**config.mk**
```make
export PLATFORM = sky130hd
export DESIGN_NAME = rvpi_div
export DESIGN_NICKNAME = d
export VERILOG_FILES = /design/src/rtl/rvpi_pkg.sv /design/src/rtl/rvpi_div.sv
export SDC_FILE = /design/constraint.sdc
export NUM_CORES = 1
export LEC_CHECK = 0
export ABC_AREA = 1
export BUFFER_PORTS_ARGS = -buffer_cell sky130_fd_sc_hd__buf_2
export CAP_MARGIN = 20
export CORE_MARGIN = 3
export CORE_UTILIZATION = 54
export CTS_CLUSTER_DIAMETER = 100
export DETAILED_ROUTE_END_ITERATION = 6
export PLACE_DENSITY = 0.92
export SLEW_MARGIN = 20
export SYNTH_ARGS = -nofsm -noshare
export SYNTH_HDL_FRONTEND = slang
export SYNTH_SLANG_ARGS = --single-unit
```
**constraint.sdc**
```tcl
create_clock -name i_clk -period 2.9 [get_ports i_clk]
set_input_delay 0.435 -clock i_clk [delete_from_list [all_inputs] [get_ports i_clk]]
set_output_delay 0.435 -clock i_clk [all_outputs]
set_load 0.005 [all_outputs]
```
**src/rtl/rvpi_pkg.sv**
```systemverilog
// Shared types and constants for the ramped velocity pose integrator.
package rvpi_pkg;

    localparam int unsigned CORDIC_MAX = 24;
    localparam logic signed [33:0] CORDIC_GAIN = 34'sd652032874;

    localparam logic [2:0] REG_VEL_X = 3'd0;
    localparam logic [2:0] REG_VEL_Y = 3'd1;
    localparam logic [2:0] REG_TURN  = 3'd2;
    localparam logic [2:0] REG_STEP  = 3'd3;
    localparam logic [2:0] REG_RAMP  = 3'd4;

    localparam logic CMD_LOAD = 1'b0;
    localparam logic CMD_STEP = 1'b1;

    typedef enum logic [6:0] {
        S_IDLE  = 7'b0000001,
        S_DIV   = 7'b0000010,
        S_CORD  = 7'b0000100,
        S_MUL   = 7'b0001000,
        S_ACC   = 7'b0010000,
        S_UPD   = 7'b0100000,
        S_OUT   = 7'b1000000
    } t_state;

    typedef struct packed {
        logic start;
        logic busy;
        logic done;
    } t_div_ctl;

    function automatic logic [31:0] atan_q32(input logic [4:0] k);
        logic [31:0] r;
        begin
            unique case (k)
                5'd0:  r = 32'd536870912;
                5'd1:  r = 32'd316933406;
                5'd2:  r = 32'd167458907;
                5'd3:  r = 32'd85004756;
                5'd4:  r = 32'd42667331;
                5'd5:  r = 32'd21354465;
                5'd6:  r = 32'd10679838;
                5'd7:  r = 32'd5340245;
                5'd8:  r = 32'd2670163;
                5'd9:  r = 32'd1335087;
                5'd10: r = 32'd667544;
                5'd11: r = 32'd333772;
                5'd12: r = 32'd166886;
                5'd13: r = 32'd83443;
                5'd14: r = 32'd41722;
                5'd15: r = 32'd20861;
                5'd16: r = 32'd10430;
                5'd17: r = 32'd5215;
                5'd18: r = 32'd2608;
                5'd19: r = 32'd1304;
                5'd20: r = 32'd652;
                5'd21: r = 32'd326;
                5'd22: r = 32'd163;
                5'd23: r = 32'd81;
                default: r = 32'd0;
            endcase
            return r;
        end
    endfunction

endpackage

```
**src/rtl/rvpi_div.sv**
```systemverilog
// Shift-subtract divider for the ramp scale, one quotient bit per cycle.
module rvpi_div (
    input  logic        i_clk,
    input  logic        i_rst_n,
    input  logic        i_start,
    input  logic [31:0] i_num,
    input  logic [15:0] i_den,
    output logic [31:0] o_quo,
    output rvpi_pkg::t_div_ctl o_ctl
);
    logic [31:0] r_quo, n_quo;
    logic [16:0] r_rem, n_rem;
    logic [5:0]  r_cnt, n_cnt;
    logic        r_busy, n_busy;
    logic        r_done, n_done;
    logic [16:0] w_trial;

    always_comb begin
        n_quo  = r_quo;
        n_rem  = r_rem;
        n_cnt  = r_cnt;
        n_busy = r_busy;
        n_done = 1'b0;
        w_trial = {r_rem[15:0], r_quo[31]};
        if (i_start) begin
            n_quo  = i_num;
            n_rem  = '0;
            n_cnt  = 6'd32;
            n_busy = 1'b1;
        end else if (r_busy) begin
            if (w_trial >= {1'b0, i_den}) begin
                n_rem = w_trial - {1'b0, i_den};
                n_quo = {r_quo[30:0], 1'b1};
            end else begin
                n_rem = w_trial;
                n_quo = {r_quo[30:0], 1'b0};
            end
            n_cnt = r_cnt - 6'd1;
            if (r_cnt == 6'd1) begin
                n_busy = 1'b0;
                n_done = 1'b1;
            end
        end
    end

    always_ff @(posedge i_clk) begin
        r_quo <= n_quo;
        r_rem <= n_rem;
        if (!i_rst_n) begin
            r_cnt  <= '0;
            r_busy <= 1'b0;
            r_done <= 1'b0;
        end else begin
            r_cnt  <= n_cnt;
            r_busy <= n_busy;
            r_done <= n_done;
        end
    end

    assign o_quo = r_quo;
    assign o_ctl = '{start: i_start, busy: r_busy, done: r_done};

    ap_cnt: assert property (@(posedge i_clk) disable iff (!i_rst_n)
        r_busy |-> r_cnt != 6'd0) else $error("divider count empty while busy");
    ap_done: assert property (@(posedge i_clk) disable iff (!i_rst_n)
        r_done |-> !r_busy) else $error("divider done while busy");
    ap_start: assert property (@(posedge i_clk) disable iff (!i_rst_n)
        i_start |=> r_busy) else $error("divider failed to start");
endmodule

```
==> results of run 1 <==
[final cells by class]
type | count | share of cell area
Multi-Input combinational cell | 360 | 0.425
Sequential cell | 56 | 0.349
Timing Repair Buffer | 89 | 0.110
Inverter | 77 | 0.0699
Tap cell | 77 | 0.0233
Clock buffer | 6 | 0.0200
Clock inverter | 2 | 0.00333
[critical path, delay by kind of cell (launching register included)]
kind,cells,cell delay (ns)
AOI/OAI and AO/OA,3,0.51
adders and majority gates,1,0.34
and+or+nand+nor,4,0.82
DFF,1,0.35
[metrics by stage]
stage           util  hold slack, ns  instance area, sq um
3_3_place_gp   0.631           0.458                  4030
3_5_place_dp   0.631           0.466                  4030
4_1_cts        0.646           0.366                  4130
2_1_floorplan      -           0.440                  3570
5_1_grt        0.647           0.380                  4130
6_report       0.647           0.373                  4130
[flip-flops by register name, indices dropped and copies added (netlist names)]
signal  cells
r_cnt       6
o_quo      32
r_busy      1
r_rem      16
r_done      1
[per-layer routing]
metal | vias to the layer above | part of all wire | global-route usage
met5 | - | 0 | 0
met4 | 0 | 0.030 | 0.0879
met3 | 28 | 0.061 | 0.0312
met2 | 148 | 0.50 | 0.367
met1 | 1586 | 0.41 | 0.276
li1 | 1746 | - | -
[kinds of logic (layout without fill, tap and decap cells)]
kind of cell,after synthesis,after routing,share of synthesized area
DFF,56,56,0.404
xor gates and xnor gates,7,7,0.0172
and+or+nand+nor,306,306,0.362
adders and majority gates,19,19,0.0687
AOI/OAI and AO/OA,28,28,0.0441
buffers and inverters,92,174,0.105
[worst min path at each step]
stage	to	cells after the start	slack, ns	from
2_1_floorplan	r_rem[15]$_SDFFE_PP0P_	2	0.44	r_rem[15]$_SDFFE_PP0P_
3_3_place_gp	r_cnt[5]$_SDFFE_PN0P_	2	0.46	r_cnt[5]$_SDFFE_PN0P_
3_5_place_dp	r_rem[15]$_SDFFE_PP0P_	2	0.47	r_rem[15]$_SDFFE_PP0P_
4_1_cts	r_cnt[5]$_SDFFE_PN0P_	3	0.37	i_rst_n
5_1_grt	o_quo[29]$_DFFE_PP_	3	0.38	i_num[29]
6_report	r_cnt[5]$_SDFFE_PN0P_	3	0.37	i_rst_n
[Yosys cell counts (3+ instances only)]
library cell / number / share of area
dfxtp_1: 24 / 0.13
nor3_1: 5 / 0.0070
xnor2_1: 5 / 0.012
inv_1: 73 / 0.077
nand4_1: 5 / 0.0088
nand2_1: 218 / 0.23
edfxtp_1: 32 / 0.27
o21ai_0: 7 / 0.0098
buf_4: 5 / 0.011
nor2_1: 22 / 0.023
ha_1: 18 / 0.063
a21oi_1: 11 / 0.015
nand3_1: 38 / 0.053
o21ai_1: 3 / 0.0042
nand3b_1: 7 / 0.015
clkbuf_1: 7 / 0.0074
[power breakdown]
group | internal (mW) | switching, mW | total [mW]
combinational | 0.120 | 0.170 | 0.291
clock | 0.196 | 0.254 | 0.450
sequential | 0.907 | 0.0301 | 0.937
==> results.py, run 1 <==
metrics = {
    "run_status": {
        "outcome": "complete, no violations",
    },
    "route": {
        "ant_nets": 0,
        "dr.pass1.iters": 5,
        "wl_per_cell_um": 12.8,
        "vias": 3508,
        "viasPerCell": 5.26,
        "initialDrtViolationCount": 294,
        "drt-total-wl_um": 8530,
        "drc": 0,
    },
    "placed_design": {
        "port_buffers": 85,
        "place_inst": 658,
        "hpwl_um": 6480,
        "place_ws_ns": 0.613,
        "place_congestion": 0.884,
    },
    "critical_path": {
        "cp_max_fo": 18,
        "startpoint": "r_rem[11]$_SDFFE_PP0P_",
        "rr_endpoint": "r_rem[2]$_SDFFE_PP0P_",
        "slowest_stage": "nor2_4",
        "rr_worst_depth": 8,
        "path_class": "reg -> reg",
        "crit_chain": "ha_1, a21oi_1, a21oi_1, nor2_4, nand2_4, nand2_1, nand3_1, o21ai_0",
        "crit_top_cell": "a21oi_1",
        "crit_end": "r_rem[2]$_SDFFE_PP0P_",
        "cp.arrival_ns": 2.33,
        "endpoint_kind": "register",
        "cp.required_ns": 3.13,
        "slowest_delay_ns": 0.39,
        "start_kind": "register",
        "r2r_start": "r_rem[11]$_SDFFE_PP0P_",
        "reg2reg_slack_ns": 0.80,
    },
    "synth": {
        "dominantRegCellSynth": "edfxtp_1",
        "synth_cell_types": 35,
        "syn_nets": 578,
        "netlist_area_sq_um": 3570,
        "synth_warnings": 0,
        "seq_area_frac_synth": 0.404,
        "syn_area_per_cell_sq_um": 7.03,
        "async_reset_ff_frac": 0,
        "postSynthCellCount": 508,
        "synth-edff-count": 32,
        "synth_seq_cells": 56,
    },
    "cts": {
        "postCtsSetupBuffers": 0,
        "cts_tree": "built",
        "clk_latency_ns": 0.32,
        "clk_pin_slew_ns": 0.10,
        "cts_root_buf": "clkbuf_8",
        "clock_path_buffers": 2,
        "htree_levels": 2,
        "cts_buffers": 5,
        "ctsResizeCount": 0,
        "cts_hold_buffers": 0,
        "cts.sinks": 56,
    },
    "timing": {
        "maxSlewViolCount": 0,
        "final.setup.tns_ns": 0,
        "finalHoldViolCount": 0,
        "max_slew.worst_pin.slew_ns": 0.508,
        "skew_ns": 0.00949,
        "period_needed_ns": 2.10,
        "final-setup-viol-count": 0,
        "post-route-period-util": 0.723,
        "setup_slack_ns": 0.804,
        "maxClockFrequency_ghz": 0.477,
        "relSlewSlack": 0.660,
        "rsz0062_at_grt": "no",
    },
    "global_route": {
        "grt_pass1_vias": 3167,
        "grt_antenna_before_repair": 0,
        "gr-usage-all-layers": 0.217,
        "globalRouteOverflowTotal": 0,
        "grt_pass1_wl_um": 13500,
        "grt_max_degree": 36,
    },
    "power": {
        "vdd_drop_max_mv": 0.362,
        "p_per_area_nw_per_um2": 406,
        "fin_total_pwr_mw": 1.68,
        "total_leakage_power_nw": 2.28,
    },
    "final_layout": {
        "regArea_sq_um": 1440,
        "nets": 659,
        "multi_input_area_sq_um": 1760,
        "syn_to_final_growth_pct": 15.8,
        "fillers": 521,
        "fin_cells": 667,
        "final_cell_mix": "218 x nand2_1, 85 x buf_2, 73 x inv_1, 38 x nand3_1, 32 x edfxtp_1",
        "drive_gt1_frac": 0.186,
        "layout.cells.most_common": "nand2_1",
        "antenna_cells": 0,
    },
    "die": {
        "ios": 86,
        "die_w_um": 87.3,
        "row_count": 29,
        "fp.coreArea_sq_um": 6390,
        "dieArea_sq_um": 7620,
        "initial_core_util": 0.559,
        "die_y_um": 87.3,
    },
    "min_path": {
        "min_path_type": "in -> reg",
    },
    "run": {
        "drv_cap": 0,
    },
}
Note: power is estimated with default switching activity, not from simulation.
==> run 2: changes to the inputs <==
--- a/config.mk
+++ b/config.mk
@@ -5,14 +5,14 @@
 export SDC_FILE = /design/constraint.sdc
 export NUM_CORES = 1
 export LEC_CHECK = 0
-export ABC_AREA = 1
+export ABC_AREA = 0
 export BUFFER_PORTS_ARGS = -buffer_cell sky130_fd_sc_hd__buf_2
 export CAP_MARGIN = 20
 export CORE_MARGIN = 3
-export CORE_UTILIZATION = 54
+export CORE_UTILIZATION = 48
 export CTS_CLUSTER_DIAMETER = 100
 export DETAILED_ROUTE_END_ITERATION = 6
-export PLACE_DENSITY = 0.92
+export PLACE_DENSITY = 0.88
 export SLEW_MARGIN = 20
 export SYNTH_ARGS = -nofsm -noshare
 export SYNTH_HDL_FRONTEND = slang
==> constraint.sdc (replaced) <==
create_clock -name i_clk -period 1.9 [get_ports i_clk]
set_input_delay 0.285 -clock i_clk [delete_from_list [all_inputs] [get_ports i_clk]]
set_output_delay 0.285 -clock i_clk [all_outputs]
set_load 0.005 [all_outputs]
==> results.py, run 2 <==
metrics = {
    "route": {
        "drt-total-wl_um": 10500,
        "drc": 0,
        "vias": 3319,
        "wl_per_cell_um": 18.4,
        "dr.pass1.iters": 5,
        "ant_nets": 0,
        "initialDrtViolationCount": 217,
        "viasPerCell": 5.80,
    },
    "final_layout": {
        "drive_gt1_frac": 0.538,
        "antenna_cells": 0,
        "fin_cells": 572,
        "syn_to_final_growth_pct": 41.7,
        "layout.cells.most_common": "buf_2",
        "fin_util": 0.707,
        "final_area_sq_um": 4830,
        "largest_reg_flops": 32,
        "final_cell_mix": "85 x buf_2, 59 x buf_4, 32 x edfxtp_1, 31 x mux2_2, 26 x nand2_1",
        "nets": 545,
    },
    "synth": {
        "synth-edff-count": 32,
        "synthMuxAreaShare": 0.102,
        "synth_most_common_cell": "edfxtp_1",
        "syn_area_per_cell_sq_um": 10.3,
        "seq_area_frac_synth": 0.423,
        "synthAdderAreaFrac": 0.0720,
        "synth_cell_types": 59,
        "yosys.area.top_type": "edfxtp_1",
        "async_reset_ff_frac": 0,
        "yosys-top-cells-area": "edfxtp_1 28%, dfxtp_1 14%, mux2_2 10%",
        "synth_warnings": 0,
        "synth_xor_area_frac": 0.0308,
        "synth_top_family_by_area": "compound AO/OA/AOI/OAI gates",
        "netlist_area_sq_um": 3410,
        "postSynthCellCount": 332,
        "synth_seq_cells": 56,
        "synthSimpleGateAreaFrac": 0.148,
        "dominantRegCellSynth": "edfxtp_1",
        "syn_nets": 402,
        "synth_top_cells_by_count": "32 x edfxtp_1, 31 x mux2_2, 30 x nand2_1",
        "synth_top_area_share": 0.282,
        "synth_compound_area_frac": 0.159,
    },
    "die": {
        "fp.coreArea_sq_um": 6830,
        "die_y_um": 90.3,
        "initial_core_util": 0.499,
        "ios": 86,
        "die_w_um": 90.3,
        "row_count": 30,
        "dieArea_sq_um": 8150,
    },
    "timing": {
        "relSlewSlack": 0.667,
        "setup_slack_ns": -0.355,
        "maxSlewViolCount": 0,
        "skew_ns": 0.00844,
        "period_needed_ns": 2.25,
        "final.setup.tns_ns": -4.11,
        "final-setup-viol-count": 17,
        "rsz0062_at_grt": "yes",
        "worst_hold_slack_ns": 0.221,
        "max_slew.worst_pin.slew_ns": 0.497,
        "post-route-period-util": 1.19,
        "finalHoldViolCount": 0,
        "maxClockFrequency_ghz": 0.444,
    },
    "placed_design": {
        "place_inst": 555,
        "hpwl_um": 6830,
        "place_congestion": 0.949,
        "place_ws_ns": -0.405,
        "placed_area_sq_um": 4340,
        "port_buffers": 85,
    },
    "power": {
        "p_int_mw": 2.13,
        "pwr-share-seq": 0.485,
        "p_per_area_nw_per_um2": 629,
        "clkPwrFrac": 0.209,
        "fin_total_pwr_mw": 3.04,
        "vdd_drop_max_mv": 0.578,
        "total_leakage_power_nw": 2.03,
        "comb_power_share": 0.306,
        "p_sw_mw": 0.905,
        "p_sw_frac": 0.298,
    },
    "cts": {
        "clk_latency_ns": 0.31,
        "cts_root_buf": "clkbuf_8",
        "clock_path_buffers": 2,
        "cts.sinks": 56,
        "cts_hold_buffers": 0,
        "htree_levels": 2,
        "cts_tree": "built",
        "clk_pin_slew_ns": 0.10,
        "cts_buffers": 5,
    },
    "global_route": {
        "gr-usage-all-layers": 0.237,
        "grt_antenna_before_repair": 0,
        "grt_pass1_vias": 3314,
        "grt_pass1_wl_um": 15800,
        "grt_max_degree": 29,
        "globalRouteOverflowTotal": 0,
    },
    "run": {
        "drv_cap": 0,
    },
    "critical_path": {
        "cp.required_ns": 2.14,
        "slowest_stage": "dfxtp_2",
        "start_kind": "register",
        "cp_max_fo": 5,
        "cp.arrival_ns": 2.49,
        "path_class": "reg -> reg",
        "endpoint_kind": "register",
        "slowest_delay_ns": 0.36,
        "crit_top_cell": "buf_4",
        "crit_chain": "ha_4, and3_2, buf_4, nand4_1, and3_4, a31oi_4, buf_4, nand2_2, o221ai_2",
    },
    "run_status": {
        "outcome": "complete, but fails checks",
        "failed_checks": "negative setup slack",
    },
    "min_path": {
        "min_path_type": "in -> reg",
    },
}
## run 2: cell count changes after synthesis, moves of 5 or more
cell	delta
inv_1	-51
a311oi_1	+6
nand3b_1	-5
nand3_1	-26
a31oi_1	+5
nor2b_1	+5
a21o_1	+5
nand2_1	-188
mux2_2	+31
## run 2: routing by layer
metal,wire length (um),global-route usage,vias to the layer above
met2,5510,0.423,187
met3,573,0.0450,57
met5,0,0,-
li1,-,-,1519
met4,518,0.105,0
met1,3950,0.275,1556
## run 2: cells by family after synthesis
| logic type | after synthesis |
|---|---|
| simple gates | 102 |
| compound gates | 73 |
| flops | 56 |
| buf+inv | 39 |
| mux | 31 |
| fa+ha+maj | 19 |
| xor+xnor | 12 |
## run 2: final cells by class
class | instances | area, sq um
repair buffers | 150 | 945
clock buffers | 6 | 72.6
inverters | 23 | 86.3
well taps | 96 | 120
fillers | 467 | 2000
clock inverters | 2 | 11.3
multi-input cells | 239 | 2140
flip-flops and latches | 56 | 1450
## run 2: power by group through the flow
| stage | sequential (mW) | clock (mW) | combinational (mW) |
|---|---|---|---|
| global route | 1.48 | 0.689 | 0.998 |
| finish | 1.47 | 0.635 | 0.930 |
| detailed placement | 1.49 | 0 | 0.779 |
| global placement | 1.48 | 0 | 0.753 |
| CTS | 1.47 | 0.642 | 0.863 |
| floorplan | 1.49 | 0 | 0.454 |
## run 2: timing repair
| action | CTS | global route |
|---|---|---|
| buffers inserted | 4 | 3 |
| hold endpoints to repair | 0 | 0 |
| pin swaps | 23 | 15 |
| setup endpoints to repair | 17 | 17 |
| gates cloned | 2 | 0 |
| gates resized for setup | 52 | 14 |
## run 2: final timing paths
kind	start	to	slack, ns	cells past startpoint
setup / recovery	r_rem[7]$_SDFFE_PP0P_	r_rem[12]$_SDFFE_PP0P_	-0.35	9
setup reg to reg	r_rem[7]$_SDFFE_PP0P_	r_rem[12]$_SDFFE_PP0P_	-0.35	9
hold / removal	i_rst_n	r_busy$_SDFF_PN0_	0.22	2
hold reg to reg	r_cnt[0]$_SDFFE_PP0P_	r_cnt[0]$_SDFFE_PP0P_	0.51	2
## run 2: critical path: cells and delay by family, from the launching register on
family                     cells  cell delay (ns)
and+or+nand+nor                4             0.78
AOI/OAI and AO/OA              2             0.46
DFF                            1             0.36
buffers and inverters          2             0.30
adders and majority gates      1             0.28
==> run 3: changes to the inputs <==
--- a/config.mk
+++ b/config.mk
@@ -8,10 +8,11 @@
 export ABC_AREA = 0
 export BUFFER_PORTS_ARGS = -buffer_cell sky130_fd_sc_hd__buf_2
 export CAP_MARGIN = 20
-export CORE_MARGIN = 3
+export CORE_MARGIN = 1.5
 export CORE_UTILIZATION = 48
 export CTS_CLUSTER_DIAMETER = 100
 export DETAILED_ROUTE_END_ITERATION = 6
+export HOLD_SLACK_MARGIN = 0.05
 export PLACE_DENSITY = 0.88
 export SLEW_MARGIN = 20
 export SYNTH_ARGS = -nofsm -noshare
==> results.py, run 3 (same netlist as run 2, synthesis figures left out) <==
metrics = {
    "run_status": {
        "outcome": "complete, but fails checks",
        "failed_checks": "design-rule violations, negative setup slack",
    },
    "timing": {
        "rsz0062_at_grt": "yes",
        "max_slew.worst_pin.slew_ns": 0.506,
        "final.setup.tns_ns": -2.51,
        "post-route-period-util": 1.12,
        "setup_slack_ns": -0.230,
        "period_needed_ns": 2.13,
        "final-setup-viol-count": 17,
        "relSlewSlack": 0.663,
        "finalHoldViolCount": 0,
        "skew_ns": 0.0108,
        "maxClockFrequency_ghz": 0.470,
        "maxSlewViolCount": 0,
    },
    "global_route": {
        "grtUsageMet2": 0.423,
        "met1_usage": 0.312,
        "grt_max_degree": 33,
        "grt_pass1_wl_um": 14800,
        "gr-usage-all-layers": 0.248,
        "grt_pass1_vias": 3172,
        "top_usage_layer": "met2",
        "globalRouteOverflowTotal": 0,
        "grt_use_met3": 0.0379,
        "grt_antenna_before_repair": 0,
    },
    "final_layout": {
        "antenna_cells": 0,
        "syn_to_final_growth_pct": 42.1,
        "layout.cells.most_common": "buf_2",
        "largest_reg_flops": 32,
        "drive_gt1_frac": 0.553,
        "nets": 543,
        "final_cell_mix": "85 x buf_2, 53 x buf_4, 32 x edfxtp_1, 31 x mux2_2, 24 x nor2_1",
        "fin_util": 0.709,
        "fin_cells": 570,
    },
    "placed_design": {
        "hpwl_um": 6660,
        "port_buffers": 85,
        "place_ws_ns": -0.399,
        "place_congestion": 0.882,
        "place_inst": 552,
    },
    "route": {
        "ant_nets": 0,
        "vias": 3300,
        "drc": 1,
        "drt-total-wl_um": 10600,
        "viasPerCell": 5.79,
        "initialDrtViolationCount": 242,
        "dr.pass1.iters": 7,
        "wl_per_cell_um": 18.6,
    },
    "power": {
        "fin_total_pwr_mw": 3.08,
        "total_leakage_power_nw": 2.01,
        "p_per_area_nw_per_um2": 635,
        "vdd_drop_max_mv": 0.634,
    },
    "die": {
        "ios": 86,
        "die_y_um": 87.3,
        "row_count": 30,
        "fp.coreArea_sq_um": 6830,
        "die_w_um": 87.3,
        "initial_core_util": 0.499,
        "dieArea_sq_um": 7620,
    },
    "critical_path": {
        "cp.required_ns": 2.12,
        "cp_max_fo": 6,
        "cp.arrival_ns": 2.35,
        "start_kind": "register",
        "endpoint_kind": "register",
        "path_class": "reg -> reg",
    },
    "cts": {
        "cts_root_buf": "clkbuf_8",
        "clock_path_buffers": 2,
        "cts_buffers": 5,
        "clk_pin_slew_ns": 0.11,
        "cts_tree": "built",
        "htree_levels": 2,
        "clk_latency_ns": 0.31,
        "cts.sinks": 56,
    },
    "min_path": {
        "min_path_type": "in -> reg",
    },
    "run": {
        "drv_cap": 0,
    },
}
==> run 3: cell count changes in the layout (fill, tap and decap cells not counted), moves of 2 or more <==
| cell | delta |
|---|---|
| a311oi_1 | -4 |
| a311oi_2 | +4 |
| buf_4 | -6 |
| buf_6 | +4 |
| dfxtp_1 | -2 |
| nand2_1 | -3 |
| nand2_2 | +3 |
| o221ai_1 | +2 |
| o221ai_2 | -2 |
==> run 3: critical path, stage by stage, from the launching register on <==
cell       delay (ns)
dfxtp_2          0.36
ha_4             0.30
o211ai_1         0.16
a21oi_4          0.21
o2111ai_4        0.16
buf_6            0.16
a31oi_4          0.24
o2111ai_2        0.18
a311oi_2         0.28
==> run 3: through the flow <==
stage	area, sq um	hold slack (ns)
2_1_floorplan	3480	0.413
3_3_place_gp	4310	0.463
3_5_place_dp	4310	0.489
4_1_cts	4690	0.222
5_1_grt	4840	0.219
6_report	4840	0.220
==> run 3: layer usage <==
layer / wire (um) / vias up
met5: 0 / -
met4: 419 / 0
met3: 512 / 31
met2: 5590 / 158
met1: 4060 / 1605
li1: - / 1506
==> run 3: where the power goes <==
part / total (mW) / switching (mW) / internal, mW / leakage (nW)
Sequential: 1.48 / 0.0737 / 1.40 / 0.523
Combinational: 0.950 / 0.468 / 0.482 / 1.45
Clock: 0.650 / 0.393 / 0.257 / 0.0388
==> run 3: layout make-up <==
| type | count | area, sq um |
|---|---|---|
| clock inverters | 2 | 11.3 |
| repair buffers | 148 | 945 |
| multi-input cells | 239 | 2150 |
| inverters | 23 | 86.3 |
| clock buffers | 6 | 72.6 |
| fillers | 481 | 1990 |
| flip-flops and latches | 56 | 1460 |
| well taps | 96 | 120 |
==> run 3: final timing paths <==
kind	startpoint	end	slack, ns	cells after the start
max	r_rem[3]$_SDFFE_PP0P_	r_rem[9]$_SDFFE_PP0P_	-0.23	8
min reg2reg	r_cnt[0]$_SDFFE_PP0P_	r_cnt[0]$_SDFFE_PP0P_	0.52	2
min	i_rst_n	r_busy$_SDFF_PN0_	0.22	2
max reg2reg	r_rem[3]$_SDFFE_PP0P_	r_rem[9]$_SDFFE_PP0P_	-0.23	8
==> run 3: repair_timing <==
item	4_1_cts	5_1_grt
setup buffers	4	4
pin swaps	21	15
resized for setup	44	34
setup endpoints to repair	17	17
hold buffers	0	0
gates cloned	2	0
